==> src/rtl/pfc_pkg.sv <==
// Shared types, constants and letter helpers for the Playfair cipher block.
// Used by pfc_tables, pfc_rule and playfair_cipher_top; depends on nothing else.
package pfc_pkg;

    localparam int SqCells = 25;
    localparam int Letters = 26;

    typedef logic [4:0] t_code;
    typedef logic [4:0] t_pos;

    localparam t_code CodeI = 5'd8;
    localparam t_code CodeJ = 5'd9;
    localparam t_code CodeX = 5'd23;

    localparam logic [7:0] ChLowA = 8'h61;
    localparam logic [7:0] ChLowZ = 8'h7A;
    localparam logic [7:0] ChUpA  = 8'h41;
    localparam logic [7:0] ChUpZ  = 8'h5A;
    localparam logic [6:0] AsciiA = 7'h41;

    typedef struct packed {
        logic  ok;
        t_code code;
    } t_norm;

    // One write into both tables: square[pos] = code and place[code] = pos.
    typedef struct packed {
        logic  en;
        t_pos  pos;
        t_code code;
    } t_tbl_wr;

    typedef struct packed {
        logic  sq_en;
        t_pos  sq_addr;
        logic  pl_en;
        t_code pl_addr;
    } t_tbl_rd;

    typedef enum logic [9:0] {
        S_IDLE   = 10'b00_0000_0001,
        S_PLACE  = 10'b00_0000_0010,
        S_FILL   = 10'b00_0000_0100,
        S_DECIDE = 10'b00_0000_1000,
        S_PA     = 10'b00_0001_0000,
        S_PB     = 10'b00_0010_0000,
        S_Q1     = 10'b00_0100_0000,
        S_Q2     = 10'b00_1000_0000,
        S_OUT1   = 10'b01_0000_0000,
        S_OUT2   = 10'b10_0000_0000
    } t_state;

    // Uppercases, rejects non-letters and folds J onto I.
    function automatic t_norm norm_letter(input logic [7:0] ch);
        logic [7:0] up;
        logic [7:0] diff;
        t_norm      res;
        up       = (ch >= ChLowA && ch <= ChLowZ) ? ch - 8'd32 : ch;
        diff     = up - ChUpA;
        res.ok   = (up >= ChUpA && up <= ChUpZ);
        res.code = diff[4:0];
        if (res.code == CodeJ) begin
            res.code = CodeI;
        end
        return res;
    endfunction

    // Letter at a position of the plain square (alphabet without J).
    function automatic t_code plain_letter(input t_pos pos);
        return (pos <= CodeI) ? pos : pos + 5'd1;
    endfunction

    // Position of a letter in the plain square; J lands on the place of I.
    function automatic t_pos plain_place(input t_code code);
        return (code <= CodeI) ? code : code - 5'd1;
    endfunction

    function automatic logic [6:0] letter_ascii(input t_code code);
        return AsciiA + {2'b00, code};
    endfunction

endpackage

==> src/rtl/pfc_tables.sv <==
// Square and letter-place memories with registered reads.
// Depends on pfc_pkg. Until the first key completes, reads return the plain square.
module pfc_tables (
    input  logic             i_clk,
    input  logic             i_custom,
    input  pfc_pkg::t_tbl_wr i_wr,
    input  pfc_pkg::t_tbl_rd i_rd,
    output pfc_pkg::t_code   o_sq_code,
    output pfc_pkg::t_pos    o_pl_pos
);
    import pfc_pkg::*;

    t_code mem_sq [SqCells];
    t_pos  mem_pl [Letters];

    t_code r_sq_mem;
    t_code r_sq_plain;
    t_pos  r_pl_mem;
    t_pos  r_pl_plain;

    always_ff @(posedge i_clk) begin
        if (i_wr.en) begin
            mem_sq[i_wr.pos]  <= i_wr.code;
            mem_pl[i_wr.code] <= i_wr.pos;
        end
    end

    always_ff @(posedge i_clk) begin
        if (i_rd.sq_en) begin
            r_sq_mem   <= mem_sq[i_rd.sq_addr];
            r_sq_plain <= plain_letter(i_rd.sq_addr);
        end
        if (i_rd.pl_en) begin
            r_pl_mem   <= mem_pl[i_rd.pl_addr];
            r_pl_plain <= plain_place(i_rd.pl_addr);
        end
    end

    assign o_sq_code = i_custom ? r_sq_mem : r_sq_plain;
    assign o_pl_pos  = i_custom ? r_pl_mem : r_pl_plain;

endmodule

==> src/rtl/pfc_rule.sv <==
// Playfair pair rule for one letter: row shift, column shift or rectangle swap.
// Depends on pfc_pkg. Shared by both letters of a pair, one per cycle.
module pfc_rule (
    input  pfc_pkg::t_pos i_own,
    input  pfc_pkg::t_pos i_other,
    input  logic          i_decrypt,
    output pfc_pkg::t_pos o_pos
);
    import pfc_pkg::*;

    function automatic logic [2:0] row_of(input t_pos pos);
        logic [2:0] r;
        if (pos >= 5'd20) begin
            r = 3'd4;
        end else if (pos >= 5'd15) begin
            r = 3'd3;
        end else if (pos >= 5'd10) begin
            r = 3'd2;
        end else if (pos >= 5'd5) begin
            r = 3'd1;
        end else begin
            r = 3'd0;
        end
        return r;
    endfunction

    function automatic logic [4:0] times5(input logic [2:0] v);
        return {v, 2'b00} + {2'b00, v};
    endfunction

    function automatic logic [2:0] wrap5(input logic [2:0] v, input logic [2:0] sh);
        logic [3:0] s;
        logic [3:0] w;
        s = {1'b0, v} + {1'b0, sh};
        w = (s >= 4'd5) ? s - 4'd5 : s;
        return w[2:0];
    endfunction

    logic [2:0] own_r;
    logic [2:0] own_c;
    logic [2:0] oth_r;
    logic [2:0] oth_c;
    logic [2:0] sh;
    logic [4:0] own_c5;
    logic [4:0] oth_c5;

    always_comb begin
        own_r  = row_of(i_own);
        oth_r  = row_of(i_other);
        own_c5 = i_own - times5(own_r);
        oth_c5 = i_other - times5(oth_r);
        own_c  = own_c5[2:0];
        oth_c  = oth_c5[2:0];
        sh     = i_decrypt ? 3'd4 : 3'd1;
        if (own_r == oth_r) begin
            o_pos = times5(own_r) + {2'b00, wrap5(own_c, sh)};
        end else if (own_c == oth_c) begin
            o_pos = times5(wrap5(own_r, sh)) + {2'b00, own_c};
        end else begin
            o_pos = times5(own_r) + {2'b00, oth_c};
        end
    end

endmodule

==> src/rtl/playfair_cipher_top.sv <==
// Playfair cipher top level: handshake, sequencer and key/text state.
// Depends on pfc_pkg, pfc_tables and pfc_rule.
//
// Usage: input beats (i_op, i_in_char, i_in_last) arrive on a valid/ready
// channel; o_in_ready is high only while the block is idle. A key beat
// (op 0) is placed in S_PLACE; one with in_last also completes the
// square with the unused letters, one plain-alphabet letter per cycle.
// A text beat (op 1) that arrives with a key still open runs that same
// fill first. A text beat that closes a pair passes S_DECIDE, S_PA, S_PB,
// S_Q1 and S_Q2 before its first output beat; the second follows once the
// first is taken; ready returns in the cycle after the second is taken.
// The pair is worked through one letter at a time on a single rule unit and
// single read ports of the square and letter-place memories.
// When the receiver holds i_out_ready low, the output beat holds and the
// block stays busy. Reset returns the plain square, clears the held letter
// and selects encryption. i_cfg_we writes the decrypt bit at any idle edge.
module playfair_cipher_top (
    input  logic       i_clk,
    input  logic       i_rst_n,
    input  logic       i_cfg_we,
    input  logic       i_cfg_data,
    input  logic       i_in_valid,
    output logic       o_in_ready,
    input  logic       i_op,
    input  logic [7:0] i_in_char,
    input  logic       i_in_last,
    output logic       o_out_valid,
    input  logic       i_out_ready,
    output logic [6:0] o_out_char,
    output logic       o_out_last
);
    import pfc_pkg::*;

    t_state              r_state,    n_state;
    logic [Letters-1:0]  r_seen,     n_seen;
    logic [4:0]          r_fill,     n_fill;
    logic                r_key_open, n_key_open;
    logic                r_custom,   n_custom;
    logic [4:0]          r_idx,      n_idx;
    logic                r_held_ok,  n_held_ok;
    logic                r_decrypt,  n_decrypt;
    logic                r_op,       n_op;
    t_code               r_code,     n_code;
    logic                r_code_ok,  n_code_ok;
    logic                r_last,     n_last;
    t_code               r_held,     n_held;
    t_code               r_a,        n_a;
    t_code               r_b,        n_b;
    logic                r_plast,    n_plast;
    t_pos                r_pa,       n_pa;
    t_pos                r_pb,       n_pb;
    t_code               r_l1,       n_l1;

    t_tbl_wr wr;
    t_tbl_rd rd;
    t_code   sq_code;
    t_pos    pl_pos;
    t_pos    rule_own;
    t_pos    rule_other;
    t_pos    rule_pos;
    t_code   wr_code;
    t_norm   nrm;

    pfc_tables u_tables (
        .i_clk     (i_clk),
        .i_custom  (r_custom),
        .i_wr      (wr),
        .i_rd      (rd),
        .o_sq_code (sq_code),
        .o_pl_pos  (pl_pos)
    );

    pfc_rule u_rule (
        .i_own     (rule_own),
        .i_other   (rule_other),
        .i_decrypt (r_decrypt),
        .o_pos     (rule_pos)
    );

    // The first letter's rule needs the second place straight off the read port.
    assign rule_own   = (r_state == S_Q1) ? r_pa   : r_pb;
    assign rule_other = (r_state == S_Q1) ? pl_pos : r_pa;

    always_comb begin
        rd.pl_en   = (r_state == S_PA) || (r_state == S_PB);
        rd.pl_addr = (r_state == S_PA) ? r_a : r_b;
        rd.sq_en   = (r_state == S_Q1) || (r_state == S_Q2);
        rd.sq_addr = rule_pos;
    end

    always_comb begin
        wr_code = (r_state == S_FILL) ? plain_letter(r_idx) : r_code;
        wr.en   = ((r_state == S_FILL) || ((r_state == S_PLACE) && r_code_ok))
                  && !r_seen[wr_code] && (r_fill < 5'(SqCells));
        wr.pos  = r_fill;
        wr.code = wr_code;
    end

    assign nrm = norm_letter(i_in_char);

    always_comb begin
        n_state    = r_state;
        n_seen     = r_seen;
        n_fill     = r_fill;
        n_key_open = r_key_open;
        n_custom   = r_custom;
        n_idx      = r_idx;
        n_held_ok  = r_held_ok;
        n_decrypt  = i_cfg_we ? i_cfg_data : r_decrypt;
        n_op       = r_op;
        n_code     = r_code;
        n_code_ok  = r_code_ok;
        n_last     = r_last;
        n_held     = r_held;
        n_a        = r_a;
        n_b        = r_b;
        n_plast    = r_plast;
        n_pa       = r_pa;
        n_pb       = r_pb;
        n_l1       = r_l1;

        if (wr.en) begin
            n_seen[wr_code] = 1'b1;
            n_fill          = r_fill + 5'd1;
        end

        case (r_state)
            S_IDLE: begin
                if (i_in_valid) begin
                    n_op      = i_op;
                    n_code    = nrm.code;
                    n_code_ok = nrm.ok;
                    n_last    = i_in_last;
                    if (!i_op) begin
                        if (!r_key_open) begin
                            n_seen     = '0;
                            n_fill     = '0;
                            n_key_open = 1'b1;
                        end
                        n_state = S_PLACE;
                    end else if (r_key_open) begin
                        n_idx   = '0;
                        n_state = S_FILL;
                    end else begin
                        n_state = S_DECIDE;
                    end
                end
            end
            S_PLACE: begin
                if (r_last) begin
                    n_idx   = '0;
                    n_state = S_FILL;
                end else begin
                    n_state = S_IDLE;
                end
            end
            S_FILL: begin
                if (r_idx == 5'(SqCells - 1)) begin
                    n_key_open = 1'b0;
                    n_custom   = 1'b1;
                    n_state    = r_op ? S_DECIDE : S_IDLE;
                end else begin
                    n_idx = r_idx + 5'd1;
                end
            end
            S_DECIDE: begin
                n_state = S_PA;
                n_plast = r_last;
                if (!r_code_ok) begin
                    if (r_last && r_held_ok) begin
                        n_a       = r_held;
                        n_b       = CodeX;
                        n_plast   = 1'b1;
                        n_held_ok = 1'b0;
                    end else begin
                        n_state = S_IDLE;
                    end
                end else if (r_held_ok) begin
                    n_a       = r_held;
                    n_b       = r_code;
                    n_held_ok = 1'b0;
                end else if (r_last) begin
                    n_a     = r_code;
                    n_b     = CodeX;
                    n_plast = 1'b1;
                end else begin
                    n_held    = r_code;
                    n_held_ok = 1'b1;
                    n_state   = S_IDLE;
                end
            end
            S_PA: begin
                n_state = S_PB;
            end
            S_PB: begin
                n_pa    = pl_pos;
                n_state = S_Q1;
            end
            S_Q1: begin
                n_pb    = pl_pos;
                n_state = S_Q2;
            end
            S_Q2: begin
                n_l1    = sq_code;
                n_state = S_OUT1;
            end
            S_OUT1: begin
                if (i_out_ready) begin
                    n_state = S_OUT2;
                end
            end
            S_OUT2: begin
                if (i_out_ready) begin
                    n_state = S_IDLE;
                end
            end
            default: begin
                n_state = S_IDLE;
            end
        endcase
    end

    always_ff @(posedge i_clk) begin
        if (!i_rst_n) begin
            r_state    <= S_IDLE;
            r_seen     <= '0;
            r_fill     <= '0;
            r_key_open <= 1'b0;
            r_custom   <= 1'b0;
            r_idx      <= '0;
            r_held_ok  <= 1'b0;
            r_decrypt  <= 1'b0;
            r_held     <= '0;
        end else begin
            r_state    <= n_state;
            r_seen     <= n_seen;
            r_fill     <= n_fill;
            r_key_open <= n_key_open;
            r_custom   <= n_custom;
            r_idx      <= n_idx;
            r_held_ok  <= n_held_ok;
            r_decrypt  <= n_decrypt;
            r_held     <= n_held;
        end
    end

    always_ff @(posedge i_clk) begin
        r_op      <= n_op;
        r_code    <= n_code;
        r_code_ok <= n_code_ok;
        r_last    <= n_last;
        r_a       <= n_a;
        r_b       <= n_b;
        r_plast   <= n_plast;
        r_pa      <= n_pa;
        r_pb      <= n_pb;
        r_l1      <= n_l1;
    end

    // The second letter stays in the square read register until it is taken.
    assign o_in_ready  = (r_state == S_IDLE);
    assign o_out_valid = (r_state == S_OUT1) || (r_state == S_OUT2);
    assign o_out_char  = (r_state == S_OUT1) ? letter_ascii(r_l1) : letter_ascii(sq_code);
    assign o_out_last  = (r_state == S_OUT2) && r_plast;

endmodule

==> config.mk <==
export PLATFORM = sky130hd
export DESIGN_NAME = playfair_cipher_top
export DESIGN_NICKNAME = d
export VERILOG_FILES = /design/src/rtl/pfc_pkg.sv /design/src/rtl/pfc_tables.sv /design/src/rtl/pfc_rule.sv /design/src/rtl/playfair_cipher_top.sv
export SDC_FILE = /design/constraint.sdc
export NUM_CORES = 1
export LEC_CHECK = 0
export BUFFER_PORTS_ARGS = -buffer_cell sky130_fd_sc_hd__buf_4
export CORE_MARGIN = 2
export CORE_UTILIZATION = 45
export DETAILED_ROUTE_END_ITERATION = 16
export SLEW_MARGIN = 20
export SYNTH_ARGS = -nofsm -noshare
export SYNTH_HDL_FRONTEND = slang
export SYNTH_SLANG_ARGS = --single-unit
==> constraint.sdc <==
create_clock -name i_clk -period 6.4 [get_ports i_clk]
set_input_delay 1.6 -clock i_clk [delete_from_list [all_inputs] [get_ports i_clk]]
set_output_delay 1.6 -clock i_clk [all_outputs]
set_load 0.02 [all_outputs]
-- Word-level counts from Yosys, hierarchy flattened
Memory sizes are Yosys's and may differ from the RTL's. A register that Yosys moved wholly into a read port is not among the register bits.
Index checks and enable logic that the tools add are counted.
- bits in registers: 99
- logic and storage cells: 193
- input port bits: 16
- memories kept: 2
- RAM bits: 255
- output and inout bits: 10
- memory list (memory ; words ; width ; read ports ; clocked after Yosys merged registers in ; write ports ; RTL line ; text):
    u_tables.mem_pl ; 26 ; 5 ; 1 ; 1 ; 1 ; pfc_tables.sv:14 ; t_pos mem_pl [Letters];
    u_tables.mem_sq ; 25 ; 5 ; 1 ; 1 ; 1 ; pfc_tables.sv:13 ; t_code mem_sq [SqCells];
- equality and inequality tests: 24
- multiplexer cells: 79
- reductions and logical operators: 24
- order comparisons: 20
- add/subtract/negate cells: 20
- bitwise gates (word level): 3
- operator list (operator ; number):
    $mux 5 ; 32
    $mux 26 ; 5
    $pmux 10 s10 ; 1
    $mux 10 ; 5
    $mux 3 ; 10
    $or 26x26->26 ; 1
    $add 5x3->5 ; 5
    $ge 5x4->1 const B ; 4
    $mux 1 ; 17
    $ge 8x7->1 const B ; 2
    $le 8x7->1 const B ; 2
    $add 5x1->5 const B ; 3
    $le 5x4->1 const B ; 3
    $pmux 5 s3 ; 1
    $add 7x5->7 const A ; 2
    $mux 4 ; 3
    $ne 2x2->1 const B ; 6
    $reduce_and 4->1 ; 3
    $eq 10x1->1 const B ; 1
    $eq 10x10->1 const B ; 1
    $eq 10x2->1 const B ; 1
    $eq 10x3->1 const B ; 1
    $eq 10x4->1 const B ; 1
    $eq 10x5->1 const B ; 1
    other kinds (35) ; 59

-- Longest topological paths before layout
- word-level depth: 16
- mapped depth: 28
- gate-level depth less buffers: 26

-- Modules after synthesis
A second synthesis with hierarchy kept.
- cells, all modules: 1296
- area total of the unflattened synthesis: 17076.4 µm²
- modules (own cells, without submodules) (module ; seq. area each (µm²) ; area an instance (µm²) ; cells an instance ; instances):
    pfc_tables ; 8257.9 ; 11233.3 ; 672 ; 1
    playfair_cipher_top ; 2122.0 ; 4668.2 ; 476 ; 1
    pfc_rule ; 0.0 ; 1174.9 ; 148 ; 1

-- Worst setup path after synthesis
No wires, ideal clock.
- path kind: flip-flop to flip-flop
- from: reg r_state[8]
- to: reg u_tables.r_sq_mem[2] (read register of u_tables.mem_sq) (data pin)
- arrival: 6.384 ns
- buffers on the path: 2
- setup slack: -0.254 ns
- cell stages (with the launch flop): 26
- clock period less this slack: 6.654 ns
- data required time: 6.131 ns
- setup time: 0.269 ns
- cell sequence: dfxtp_1 buf_6 or4b_1 or3_4 clkinv_2 mux2_2 and2_1 ha_1 fa_1 inv_1 ha_1 inv_1 ha_1 nor2b_1 o2bb2ai_1 a211oi_1 mux2_2 inv_1 fa_1 nor4_1 a31o_2 buf_1 mux4_2 mux2_2 nand3_1 nand4_1
- cells in the longest elaborated chain, start to end: 14
- elaborated cells between the ends (all ways): 41
- classes of those cells: 12 x add/sub; 10 x order compare; 4 x eq/ne; 14 x mux; 1 x reduce/logical
- ends and longest elaborated chain (element ; RTL line ; text):
    start: declaration ; playfair_cipher_top.sv:34 ; t_state r_state, n_state;
    start signal: assignment ; playfair_cipher_top.sv:235 ; r_state <= n_state;
    $eq 10x7->1 ; playfair_cipher_top.sv:81, playfair_cipher_top.sv:82, playfair_cipher_top.sv:87 ;
    $mux 5 ; playfair_cipher_top.sv:81 ; assign rule_own = (r_state == S_Q1) ? r_pa : r_pb;
    $ge 5x3->1 ; pfc_rule.sv:19 ; end else if (pos >= 5'd5) begin
    $mux 1 ; pfc_rule.sv:19 ;
    $mux 3 ; pfc_rule.sv:17 ; end else if (pos >= 5'd10) begin
    $mux 3 ; pfc_rule.sv:15 ; end else if (pos >= 5'd15) begin
    $mux 3 ; pfc_rule.sv:13 ; if (pos >= 5'd20) begin
    $add 5x3->5 / $add 3x3->4 (equally long branches) ; pfc_rule.sv:28, pfc_rule.sv:34 ;
    $sub 3x3->3 (tied with other cells) ; pfc_rule.sv:50 ; own_c5 = i_own - times5(own_r);
    $add 3x3->4 / $mux 3 (equally long branches) ; pfc_rule.sv:34, pfc_rule.sv:35 ;
    $ge 4x3->1 (tied with other cells) ; pfc_rule.sv:35 ; w = (s >= 4'd5) ? s - 4'd5 : s;
    $mux 3 / $add 5x3->5 (equally long branches) ; pfc_rule.sv:35, pfc_rule.sv:58 ;
    $add 5x3->5 / $mux 5 (equally long branches) ; pfc_rule.sv:56, pfc_rule.sv:57 ;
    $mux 5 ; pfc_rule.sv:55 ; if (own_r == oth_r) begin
    end: declaration ; pfc_tables.sv:16 ; t_code r_sq_mem;
Parallel ways exist; a longest one is shown, timed or not.
A chain may end at the register's enable or synchronous reset.

-- Worst setup path after layout
- from: reg r_state[8]
- to: reg u_tables.r_sq_mem[0] (read register of u_tables.mem_sq) (data pin)
The elaborated chain is that of the path after synthesis.

==> flow_summary.rst <==
.. list-table::
   :header-rows: 1

   * - Metric
     - Value
   * - Total core area
     - 37500 um2
   * - Worst min path class
     - flop to flop
   * - Max H-tree Level
     - 2
   * - Mapped Cells
     - around 1400
   * - Worst-case setup margin in the final layout
     - a little over 0.2 ns
   * - Max Clock Skew
     - 0.0236 ns
   * - Worst slack at placement
     - -0.0586 ns
   * - Util after Layout
     - a little over half
   * - Largest net degree at the start of global routing
     - 61
   * - Area share of and/or/nand/nor cells after synthesis
     - about 12%
   * - Width of the die
     - about 200 um
   * - Remaining routing DRC violations
     - 0
   * - Slew at the pin closest to its max-slew limit
     - 0.903 ns
   * - Clk slew on worst S/H paths
     - roughly 0.060 ns
   * - Area share of fa/ha/maj cells after synthesis
     - 3.60%
   * - Biggest area consumer among synthesized cells
     - edfxtp_1
   * - Nature of the critical path endpoint
     - flop
   * - Count of cell types in the netlist
     - 91
   * - Number of enable-type register cells in the synthesized netlist
     - 309
   * - Max-capacitance violation count
     - 0
   * - Aggregate global-route resource usage
     - 20.1%
   * - Number of placed instances, taps included
     - 1917
   * - Arrival @ worst endpoint
     - approximately 6.5 ns
   * - Seq cells post-synth
     - between 300 and 400
   * - Final HPWL from detailed placement
     - roughly 27000 um
   * - Antenna Violating Nets Remaining
     - 0
   * - Synthesized-area fraction occupied by xor and xnor cells
     - between 1.5 and 2%
   * - Final weighted congestion in routability-driven placement
     - ~0.85
   * - Worst-Skew Late Latency
     - about 0.53 ns
   * - Max Transition Viols Final
     - 0
   * - Length of the first detailed-routing pass in iterations
     - 8
   * - Global-route wire length before repair
     - slightly above 60000 um
   * - Destination of the worst register-to-register timing path
     - u_tables.r_sq_mem[0]
   * - Layout overhead on the synthesized area
     - 15.5%
   * - DR vias/cell
     - ~5.6
   * - Startpoint of the lowest-slack register-to-register path
     - r_state[8]
   * - Most used flip-flop cell after synthesis
     - edfxtp_1
   * - Finished Layout Cells
     - roughly 2000
   * - DR iter-0 viols
     - 860
   * - Leading cell types by count after synthesis
     - 309 x edfxtp_1, 151 x nand2_1, 112 x nor2_1
   * - Bufs on Longest Clock Path
     - 3
   * - Count of cells along the worst register-to-register path
     - 20
   * - Via count of the first global-routing pass
     - between 10000 and 15000
   * - Maximum net fanout on the critical path
     - 10
   * - Hold path depth
     - 1
   * - Min cycle time layout
     - 6.19 ns
   * - Result of the run
     - finished clean
   * - Endpoints failing setup
     - 0
   * - Clock tree from TritonCTS
     - built
   * - Starting Density
     - 45.6%
   * - Total wirelength of the detailed-routed design
     - between 30000 and 40000 um
   * - Power density normalized to cell area
     - 279 nW/um2
   * - Critical path required time
     - 6.71 ns
   * - Worst-case hold path end point
     - r_seen[20]
   * - Leakage power
     - ~0.0070 uW
   * - I/O Pins
     - 26
   * - Max Clk Rate
     - between 150 and 200 MHz
   * - Tcrit/Tclk final
     - between 90% and 100%
   * - Top-count cell post-synth
     - edfxtp_1
   * - Sum of negative setup slack
     - 0 ns
   * - Mean routed wirelength per cell
     - about 20 um
   * - Overflow left after global routing
     - 0
   * - Full die area
     - 39500 um2
   * - Top post-synthesis cells by area
     - edfxtp_1 54%, dfxtp_1 6.4%, nand2_1 3.3%, mux2i_1 3.3%, ha_1 2.8%
   * - Count of inserted antenna diode cells
     - 0
   * - Worst voltage drop across the vdd grid
     - 0.000161 V
   * - Worst reg-to-reg setup slack
     - roughly 0.21 ns
   * - Category of the worst setup path launch point
     - flop
   * - Total number of yosys warnings
     - 0
   * - Compound-Gate Fraction of Synth Area
     - between 10% and 20%
   * - Die Height
     - 199 um
   * - Post-synthesis net count
     - around 1400
   * - Syn Std Cell Area
     - around 17000 um2
   * - Number of CTS-inserted buffers
     - 38
   * - Via count of the routed design
     - between 10000 and 15000
   * - Dominant combinational cell family by area after synthesis
     - simple AND/OR/NAND/NOR gates
   * - Number of antenna violations at the first check in global routing
     - 0
   * - Clock tree root buffer cell
     - clkbuf_16
   * - Register area share after synthesis
     - 60.8%
   * - Proportion of layout cells with a drive suffix above 1
     - 18.9%
   * - Average size of a mapped cell
     - 12.5 um2
   * - Area fraction of the dominant cell type after synthesis
     - between 50% and 60%
   * - Number of nets at the end of the flow
     - around 1500
   * - Number of input and output port buffers inserted
     - 24
   * - Std cell rows
     - 71
   * - Relative max-transition margin
     - a little under 40%
   * - Number of hold-slack violations in the final timing report
     - 0
   * - Number of clock sinks
     - roughly 360
   * - Async set or reset register ratio after synthesis
     - 0%
   * - Multiplexer fraction of the synthesized cell area
     - approximately 7%
   * - Classification of the worst setup path
     - flop to flop
   * - Hold_sp
     - r_seen[20]
   * - Hold Slack
     - about 0.46 ns
-- layout by cell type, fill, tap and decap left out, types with 40 or more instances in the layout --
cell type  count
dfxtp_1       55
edfxtp_1     309
a211oi_1      42
clkbuf_16     40
a21oi_1       43
inv_1         50
mux2i_1       51
nor2_1       109
buf_4        103
nand2_1      149
-- sequential cells by signal (all words and copies together) (netlist names), 10 cells and up --
name / count
u_tables.mem_pl: 130
r_state: 10
u_tables.mem_sq: 125
r_seen: 26
-- power by group --
part / total, uW / internal [uW] / switching (uW)
combinational: 665 / 206 / 459
clock: 2120 / 1240 / 880
sequential: 2730 / 2700 / 31.2
-- routing by layer --
metal | vias to the layer above | GRT usage, % | wire (um)
met4 | 0 | 5.56 | 871
met3 | 58 | 3.09 | 1980
met5 | - | 0 | 0
met2 | 272 | 34.0 | 19400
met1 | 5576 | 27.0 | 17400
li1 | 5325 | - | -
-- how the worst max path moves through the flow --
stage / startpoint / endpoint / slack, ns
after global routing: r_state[8] / u_tables.r_sq_mem[4] / -0.05
after floorplan: r_state[8] / u_tables.r_sq_mem[2] / 0.05
after detailed placement: r_state[8] / u_tables.r_sq_mem[1] / -0.06
after global placement: r_state[8] / u_tables.r_sq_mem[1] / 0.12
final: r_state[8] / u_tables.r_sq_mem[0] / 0.21
after CTS: r_state[8] / u_tables.r_sq_mem[0] / 0.003
-- cell families after synthesis --
kind of cell | after synthesis
xor+xnor | 33
fa+ha+maj | 46
buf+inv | 112
simple gates | 429
other cells | 1
compound gates | 277
mux | 102
flops | 364
-- final cells by class --
type | instances | area (um2)
fill | 3239 | 17700
timing repair buffer | 109 | 881
multi-input combinational | 889 | 6430
inverter | 56 | 219
clock inverter | 13 | 121
sequential | 364 | 10400
clock buffer | 55 | 1070
tap | 511 | 639
-- timing repair --
item | in CTS | in global routing
pin swaps | 1 | 15
hold buffers | 0 | 0
buffers inserted | 2 | 8
resized for setup | 0 | 39
gates cloned | 1 | 0
endpoints found under the setup margin | 5 | 9
-- critical path, stage by stage (launching register included) --
cell	delay [ns]
dfxtp_1	0.31
or4b_4	0.54
or3_4	0.35
clkinv_2	0.06
buf_4	0.18
mux2_2	0.39
a221oi_1	0.39
nor2_1	0.08
ha_1	0.20
fa_1	0.46
nor4_1	0.38
nand4_1	0.15
nand4b_1	0.29
ha_1	0.33
xor2_1	0.18
a21oi_2	0.37
o31a_4	0.30
buf_4	0.21
mux2i_1	0.10
a221o_1	0.36
a222oi_1	0.33
-- through the flow --
| stage | instance area, um2 | total power, uW |
|---|---|---|
| 2_1_floorplan | 17100 | 3170 |
| 3_3_place_gp | 18300 | 3430 |
| 3_5_place_dp | 18300 | 3430 |
| 4_1_cts | 19500 | 5560 |
| 5_1_grt | 19700 | 5710 |
| 6_report | 19700 | 5510 |
Note: power is estimated with default switching activity, not from simulation.
